[src/rtl/core/jsu_pkg.sv]
// ----------------------------------------------------------------------------
// jsu_pkg
// Shared types, character codes and decode helpers for the JSON string
// unescaper.
// ----------------------------------------------------------------------------
package jsu_pkg;

  // Result kinds carried on the output word
  typedef enum logic [1:0] {
    KIND_DATA  = 2'd0,
    KIND_DONE  = 2'd1,
    KIND_ERROR = 2'd2
  } kind_e;

  // Most results one source byte can cause (three-byte UTF-8 sequence)
  localparam int unsigned MaxResults = 3;

  localparam logic [7:0] ChrNul       = 8'h00;
  localparam logic [7:0] ChrQuote     = 8'h22;
  localparam logic [7:0] ChrBackslash = 8'h5C;
  localparam logic [7:0] ChrSlash     = 8'h2F;
  localparam logic [7:0] ChrLowerU    = 8'h75;

  // UTF-8 lead and continuation marks
  localparam logic [7:0] Utf8Lead2 = 8'hC0;
  localparam logic [7:0] Utf8Lead3 = 8'hE0;
  localparam logic [7:0] Utf8Cont  = 8'h80;

  typedef struct packed {
    logic [7:0] data;
    kind_e      kind;
    logic       last;
  } res_t;

  // {valid, value} of one hex digit, either case
  function automatic logic [4:0] hex_val(input logic [7:0] c);
    logic [4:0] r;
    r = 5'd0;
    if (c >= 8'h30 && c <= 8'h39) begin
      r = {1'b1, c[3:0]};
    end else if ((c >= 8'h61 && c <= 8'h66) || (c >= 8'h41 && c <= 8'h46)) begin
      r = {1'b1, c[3:0] + 4'd9};
    end
    return r;
  endfunction

  // {valid, byte} of a single-character escape
  function automatic logic [8:0] esc_val(input logic [7:0] c);
    logic [8:0] r;
    r = 9'd0;
    case (c)
      ChrQuote:     r = {1'b1, ChrQuote};
      ChrBackslash: r = {1'b1, ChrBackslash};
      ChrSlash:     r = {1'b1, ChrSlash};
      8'h62:        r = {1'b1, 8'h08};
      8'h66:        r = {1'b1, 8'h0C};
      8'h6E:        r = {1'b1, 8'h0A};
      8'h72:        r = {1'b1, 8'h0D};
      8'h74:        r = {1'b1, 8'h09};
      default:      r = 9'd0;
    endcase
    return r;
  endfunction

endpackage

[src/rtl/core/jsu_if.sv]
// ----------------------------------------------------------------------------
// jsu_if
// Valid/ready channels of the JSON string unescaper: source bytes in,
// decoded result words out.
// ----------------------------------------------------------------------------
interface jsu_in_if;
  logic       valid;
  logic       ready;
  logic [7:0] in_byte;

  modport source (output valid, output in_byte, input ready);
  modport sink   (input valid, input in_byte, output ready);
endinterface

interface jsu_out_if;
  logic          valid;
  logic          ready;
  logic [7:0]    out_byte;
  jsu_pkg::kind_e kind;
  logic          last;

  modport source (output valid, output out_byte, output kind, output last, input ready);
  modport sink   (input valid, input out_byte, input kind, input last, output ready);
endinterface

[src/rtl/core/json_string_unescaper.sv]
// ----------------------------------------------------------------------------
// json_string_unescaper
// The first result word of a source byte appears on the output in the cycle
// after that byte is taken. One source byte is taken per cycle while the output
// is ready; a \uXXXX that encodes to 2 or 3 UTF-8 bytes holds the input
// while the result slots drain, one word per cycle.
// Reset (rst_ni low, asynchronous): waiting for an opening quote, no results.
// ----------------------------------------------------------------------------
module json_string_unescaper (
  input  logic             clk_i,
  input  logic             rst_ni,
  jsu_in_if.sink           in_i,
  jsu_out_if.source        out_o
);

  // Decoder modes. Anything outside the list behaves as waiting for a quote.
  typedef enum logic [2:0] {
    M_WAIT = 3'd0,
    M_BODY = 3'd1,
    M_ESC  = 3'd2,
    M_HEX0 = 3'd3,
    M_HEX1 = 3'd4,
    M_HEX2 = 3'd5,
    M_HEX3 = 3'd6
  } mode_e;

  mode_e             mode_q, mode_d;
  logic [11:0]       accum_q, accum_d;   // hex digits taken so far
  logic [1:0]        cnt_q;              // result words still waiting
  logic [1:0]        n_res;              // words caused by the current byte
  jsu_pkg::res_t     slot_q [jsu_pkg::MaxResults];
  jsu_pkg::res_t     slot_d [jsu_pkg::MaxResults];

  logic              acc, pop;
  logic              marker;             // done/error ends the string
  jsu_pkg::kind_e    marker_kind;
  logic [4:0]        hex;
  logic [8:0]        esc;
  logic [15:0]       cp;
  logic [7:0]        c;

  // Take a byte when the slots are empty, or when the only waiting word
  // leaves in this same cycle. The result slots act as the output register.
  assign in_i.ready = (cnt_q == 2'd0) || ((cnt_q == 2'd1) && out_o.ready);
  assign acc        = in_i.valid && in_i.ready;
  assign pop        = out_o.valid && out_o.ready;

  assign out_o.valid    = (cnt_q != 2'd0);
  assign out_o.out_byte = slot_q[0].data;
  assign out_o.kind     = slot_q[0].kind;
  assign out_o.last     = slot_q[0].last;

  assign c   = in_i.in_byte;
  assign hex = jsu_pkg::hex_val(c);
  assign esc = jsu_pkg::esc_val(c);
  assign cp  = {accum_q, hex[3:0]};

  // Single-pass decode of one source byte
  always_comb begin
    mode_d      = mode_q;
    accum_d     = accum_q;
    n_res       = 2'd0;
    marker      = 1'b0;
    marker_kind = jsu_pkg::KIND_ERROR;
    for (int i = 0; i < jsu_pkg::MaxResults; i++) begin
      slot_d[i] = '{data: 8'h00, kind: jsu_pkg::KIND_DATA, last: 1'b0};
    end

    case (mode_q)
      M_BODY: begin
        if (c == jsu_pkg::ChrNul) begin
          marker = 1'b1;
        end else if (c == jsu_pkg::ChrQuote) begin
          marker      = 1'b1;
          marker_kind = jsu_pkg::KIND_DONE;
        end else if (c == jsu_pkg::ChrBackslash) begin
          mode_d = M_ESC;
        end else begin
          slot_d[0].data = c;
          n_res          = 2'd1;
        end
      end

      M_ESC: begin
        if (c == jsu_pkg::ChrLowerU) begin
          mode_d  = M_HEX0;
          accum_d = 12'h000;
        end else if (esc[8]) begin
          mode_d         = M_BODY;
          slot_d[0].data = esc[7:0];
          n_res          = 2'd1;
        end else begin
          marker = 1'b1;
        end
      end

      M_HEX0, M_HEX1, M_HEX2: begin
        if (!hex[4]) begin
          marker = 1'b1;
        end else begin
          accum_d = {accum_q[7:0], hex[3:0]};
          mode_d  = mode_e'(mode_q + 3'd1);
        end
      end

      M_HEX3: begin
        if (!hex[4]) begin
          marker = 1'b1;
        end else begin
          mode_d  = M_BODY;
          accum_d = 12'h000;
          if (cp[15:7] == 9'd0) begin
            slot_d[0].data = cp[7:0];
            n_res          = 2'd1;
          end else if (cp[15:11] == 5'd0) begin
            slot_d[0].data = jsu_pkg::Utf8Lead2 | {3'b000, cp[10:6]};
            slot_d[1].data = jsu_pkg::Utf8Cont | {2'b00, cp[5:0]};
            n_res          = 2'd2;
          end else begin
            slot_d[0].data = jsu_pkg::Utf8Lead3 | {4'h0, cp[15:12]};
            slot_d[1].data = jsu_pkg::Utf8Cont | {2'b00, cp[11:6]};
            slot_d[2].data = jsu_pkg::Utf8Cont | {2'b00, cp[5:0]};
            n_res          = 2'd3;
          end
        end
      end

      default: begin
        // waiting for the opening quote
        if (c == jsu_pkg::ChrQuote) begin
          mode_d  = M_BODY;
          accum_d = 12'h000;
        end else begin
          marker = 1'b1;
        end
      end
    endcase

    if (marker) begin
      mode_d         = M_WAIT;
      accum_d        = 12'h000;
      slot_d[0].kind = marker_kind;
      n_res          = 2'd1;
    end

    // flag the final word of this byte
    for (int i = 0; i < jsu_pkg::MaxResults; i++) begin
      slot_d[i].last = (n_res == 2'(i + 1));
    end
  end

  // Decoder state and result slots
  always_ff @(posedge clk_i or negedge rst_ni) begin
    if (!rst_ni) begin
      mode_q  <= M_WAIT;
      accum_q <= 12'h000;
      cnt_q   <= 2'd0;
      for (int i = 0; i < jsu_pkg::MaxResults; i++) begin
        slot_q[i] <= '{data: 8'h00, kind: jsu_pkg::KIND_DATA, last: 1'b0};
      end
    end else if (acc) begin
      mode_q  <= mode_d;
      accum_q <= accum_d;
      cnt_q   <= n_res;
      for (int i = 0; i < jsu_pkg::MaxResults; i++) begin
        slot_q[i] <= slot_d[i];
      end
    end else if (pop) begin
      // shift the next waiting word to the head
      cnt_q <= cnt_q - 2'd1;
      for (int i = 0; i < jsu_pkg::MaxResults - 1; i++) begin
        slot_q[i] <= slot_q[i + 1];
      end
    end
  end

endmodule
[src/flat_wrapper.sv]
// flat-port wrapper written by rule: the top's interface ports become plain ports
module json_string_unescaper_flat 
  (clk_i, rst_ni, in_i_valid, in_i_in_byte, in_i_ready, out_o_valid, out_o_out_byte, out_o_kind, out_o_last, out_o_ready);
  jsu_in_if in_i_i ();
  jsu_out_if out_o_i ();
  input  logic clk_i;
  input  logic rst_ni;
  input wire logic [$bits(in_i_i.valid)-1:0] in_i_valid;
  input wire logic [$bits(in_i_i.in_byte)-1:0] in_i_in_byte;
  output wire logic [$bits(in_i_i.ready)-1:0] in_i_ready;
  output wire logic [$bits(out_o_i.valid)-1:0] out_o_valid;
  output wire logic [$bits(out_o_i.out_byte)-1:0] out_o_out_byte;
  output wire logic [$bits(out_o_i.kind)-1:0] out_o_kind;
  output wire logic [$bits(out_o_i.last)-1:0] out_o_last;
  input wire logic [$bits(out_o_i.ready)-1:0] out_o_ready;
  assign in_i_i.valid = in_i_valid;
  assign in_i_i.in_byte = in_i_in_byte;
  assign in_i_ready = in_i_i.ready;
  assign out_o_valid = out_o_i.valid;
  assign out_o_out_byte = out_o_i.out_byte;
  assign out_o_kind = out_o_i.kind;
  assign out_o_last = out_o_i.last;
  assign out_o_i.ready = out_o_ready;
  json_string_unescaper u_core (.clk_i(clk_i), .rst_ni(rst_ni), .in_i(in_i_i), .out_o(out_o_i));
endmodule
[config.mk]
export PLATFORM = sky130hd
export DESIGN_NAME = json_string_unescaper_flat
export DESIGN_NICKNAME = d
export VERILOG_FILES = /design/src/rtl/core/jsu_pkg.sv /design/src/rtl/core/jsu_if.sv /design/src/rtl/core/json_string_unescaper.sv /design/src/flat_wrapper.sv
export SDC_FILE = /design/constraint.sdc
export NUM_CORES = 1
export LEC_CHECK = 0
export BUFFER_PORTS_ARGS = -buffer_cell sky130_fd_sc_hd__clkbuf_2
export CORE_UTILIZATION = 43
export DETAILED_ROUTE_END_ITERATION = 10
export PLACE_DENSITY_LB_ADDON = 0.08
export SKIP_CTS_REPAIR_TIMING = 1
export SYNTH_ARGS = -nofsm -noshare
export SYNTH_HDL_FRONTEND = slang
export SYNTH_SLANG_ARGS = --single-unit
export TNS_END_PERCENT = 50
[constraint.sdc]
create_clock -name clk_i -period 2.71 [get_ports clk_i]
set_clock_uncertainty 0.15 [all_clocks]
set_input_delay 0.271 -clock clk_i [delete_from_list [all_inputs] [get_ports clk_i]]
set_output_delay 0.271 -clock clk_i [all_outputs]
set_load 0.05 [all_outputs]
==> flow_metrics.tcl <==
set metrics [dict create \
    timing.rr.start "u_core.mode_q[0]" \
    cts_tree "yes" \
    hp-class "input port to asynchronous set/reset pin" \
    grt_start_max_net_pins 38 \
    drt-total-wl_mm 8.09 \
    syn_nets 351 \
    worst_slack_ns 0.141 \
    syn_to_final_growth_pct 26.1 \
    muxShareOfSynthArea_pct 2.47 \
    dp_cells 476 \
    io_buffer_count 24 \
    clockBufferDepth 2 \
    synth-seq-area-share_pct 37.5 \
    regArea_um2 1100 \
    cp.required_ns 2.78 \
    syn_area_um2 2940 \
    synth_top_family_by_area "compound AO/OA/AOI/OAI gates" \
    ff2ff_setup_slack_ns 0.14 \
    firstDrtPassIters 7 \
    nets 430 \
    core_um2 6460 \
    antenna_found_initial 0 \
    grt_pass1_vias 2738 \
    utilization_pct 57.4 \
    multiInputGateArea_um2 1660 \
    synthXorXnorAreaFrac_pct 0.894 \
    yosysMostFrequentCell "dfrtp_1" \
    synth-edff-count 0 \
    numCtsBuffers 5 \
    ys_ff_latch 44 \
    synth_top_area_share_pct 37.5 \
    setup_viol 0 \
    place_ws_ns -0.102 \
    cts_max_level 2 \
    ys.warnings.count 0 \
    peakVddDrop_mv 0.308 \
    die_h_um 84.7 \
    post-route-drc-count 0 \
    synth_compound_area_share_pct 29.9 \
    yosys-top-cells-count "dfrtp_1, nand2_1, nor2_1, a21oi_1, inv_1" \
    clockRootBuffer "clkbuf_8" \
    fmax_mhz 389 \
    crit_fanout 4 \
    worstSetupPathType "register to register" \
    drv_slew 0 \
    leakage_nw 1.76 \
    design.die.area_um2 7170 \
    drive_gt1_share_pct 30.6 \
    min_period_over_period_pct 94.8 \
    startpoint_type "register" \
    tightest_slew_ns 0.747 \
    track_usage_pct 24.6 \
    ios 25 \
    finalCriticalPeriod_ns 2.57 \
    yosysTopAreaCell "dfrtp_1" \
    drt_first_iter_violations 194 \
    ant_nets 0 \
    std_cell_rows 29 \
    grt_pass1_wl_mm 14.0 \
    stdcell_count 486 \
    rsz0062_at_grt "no" \
    syn_inst 329 \
    fp.dieW_um 84.7 \
    gp_congestion 0.926 \
    reg2reg_to "u_core.accum_q[2]" \
    initial_core_util_pct 45.5 \
    synth_simple_gate_area_share_pct 18.3 \
    async_flop_share_pct 100 \
    clock_latency_ns 0.30 \
    cts.sinks 44 \
    slew_headroom_pct 49.7 \
    viasPerCell 5.83 \
    cp_data_arrival_time_ns 2.64 \
    yosysUniqueCellTypes 69 \
    syn_avg_cell_area_um2 8.93 \
    status "finished, final reports clean" \
    end_kind "register" \
    wl_per_cell_um 16.6 \
    clkTransAtPathRegs_ns 0.09 \
    hold_violations 0 \
    timing.hold.ws_ns 0.187 \
    synth_flop_cell "dfrtp_1" \
    hpwl_mm 6.39 \
    drv_cap 0 \
    n_fill_cell 580 \
    worst_r2r_path_depth 8 \
    vias 2831 \
    p_per_area_nw_per_um2 723 \
    overflow 0 \
    diodes 0 \
    yosys.area_share.adder_pct 4.26 \
    synth_area_leaders "dfrtp_1, ha_1, nand2_1, a21oi_1, nor2_1" \
]
-- worst max-delay path by stage --
stage / slack [ns] / start / cells after the start / endpoint
global route: 0.005 / u_core.mode_q[0] / 10 / u_core.accum_q[9]
CTS: -0.05 / u_core.mode_q[0] / 11 / u_core.slot_q[5]
finish: 0.14 / u_core.mode_q[0] / 8 / u_core.accum_q[2]
global placement: -0.12 / in_i_in_byte[0] / 10 / u_core.accum_q[9]
floorplan: 0.08 / u_core.mode_q[0] / 9 / u_core.accum_q[9]
detailed placement: -0.10 / in_i_in_byte[0] / 11 / u_core.accum_q[5]
-- layer usage --
metal  global-route usage, %  wire, um
met5                       0         0
met4                    4.78        89
met3                    3.24       317
met2                    39.5      3790
met1                    35.9      3890
-- per-stage QoR --
stage,total power [mW],TNS [ns],cell area (um^2)
after floorplan,1.74,0,2940
after global placement,2.14,-1.18,3550
after detailed placement,2.14,-1.10,3550
after CTS,2.67,-0.266,3660
after global routing,2.85,0,3710
final,2.68,0,3710
-- flip-flops by register name, summed over array words and instances, names as in the netlist --
| signal | flops |
|---|---|
| u_core.accum_q | 12 |
| u_core.cnt_q | 2 |
| u_core.mode_q | 3 |
| u_core.out_o.kind | 2 |
| u_core.out_o.last | 1 |
| u_core.out_o.out_byte | 8 |
| u_core.slot_q | 16 |
-- cells by family after synthesis --
group | Yosys count
simple gates | 106
xor+xnor | 3
fa+ha+maj | 10
compound gates | 118
mux | 7
flops | 44
buf+inv | 41
-- critical path: stages, from the launching register on --
cell,delay (ns)
dfrtp_1,0.43
ha_1,0.23
or3b_4,0.41
o22a_1,0.18
o211ai_2,0.08
buf_4,0.14
nand4_1,0.17
or3_1,0.52
o2bb2ai_1,0.19
-- layout make-up --
cell class              instances  share of cell area, %
flip-flops and latches         44                   29.7
clock buffers                   5                   1.86
multi-input cells             244                   44.8
clock inverters                 3                   1.25
repair buffers                 97                   18.2
inverters                      16                   1.62
well taps                      77                   2.60
-- cells in the final DEF, fill, tap and decap left out, drive strengths merged, types with 2 or more instances in the layout --
cell / n
a21oi: 22
nor3: 9
nor2: 28
nand3b: 2
dfrtp: 44
o211ai: 6
a21boi: 2
or3: 3
o21ai: 20
o21bai: 2
nor4: 3
a31oi: 6
o2bb2ai: 3
or3b: 2
a22o: 10
ha: 10
nand4: 2
o221ai: 2
mux2: 2
and2: 3
mux2i: 5
a21o: 4
o31ai: 6
nor2b: 3
buf: 72
a221oi: 7
a2111oi: 2
a22oi: 3
nand2: 33
o22ai: 3
nand3: 2
a211oi: 4
clkbuf: 29
xnor2: 2
o21a: 3
nand2b: 6
and3: 6
or2: 2
inv: 17
-- where the power goes --
group / switching, mW / leakage [nW] / internal [mW]
Combinational: 0.819 / 1.11 / 0.523
Clock: 0.238 / 0.0548 / 0.278
Sequential: 0.0638 / 0.590 / 0.759
Note: power is estimated with default switching activity, not from simulation.
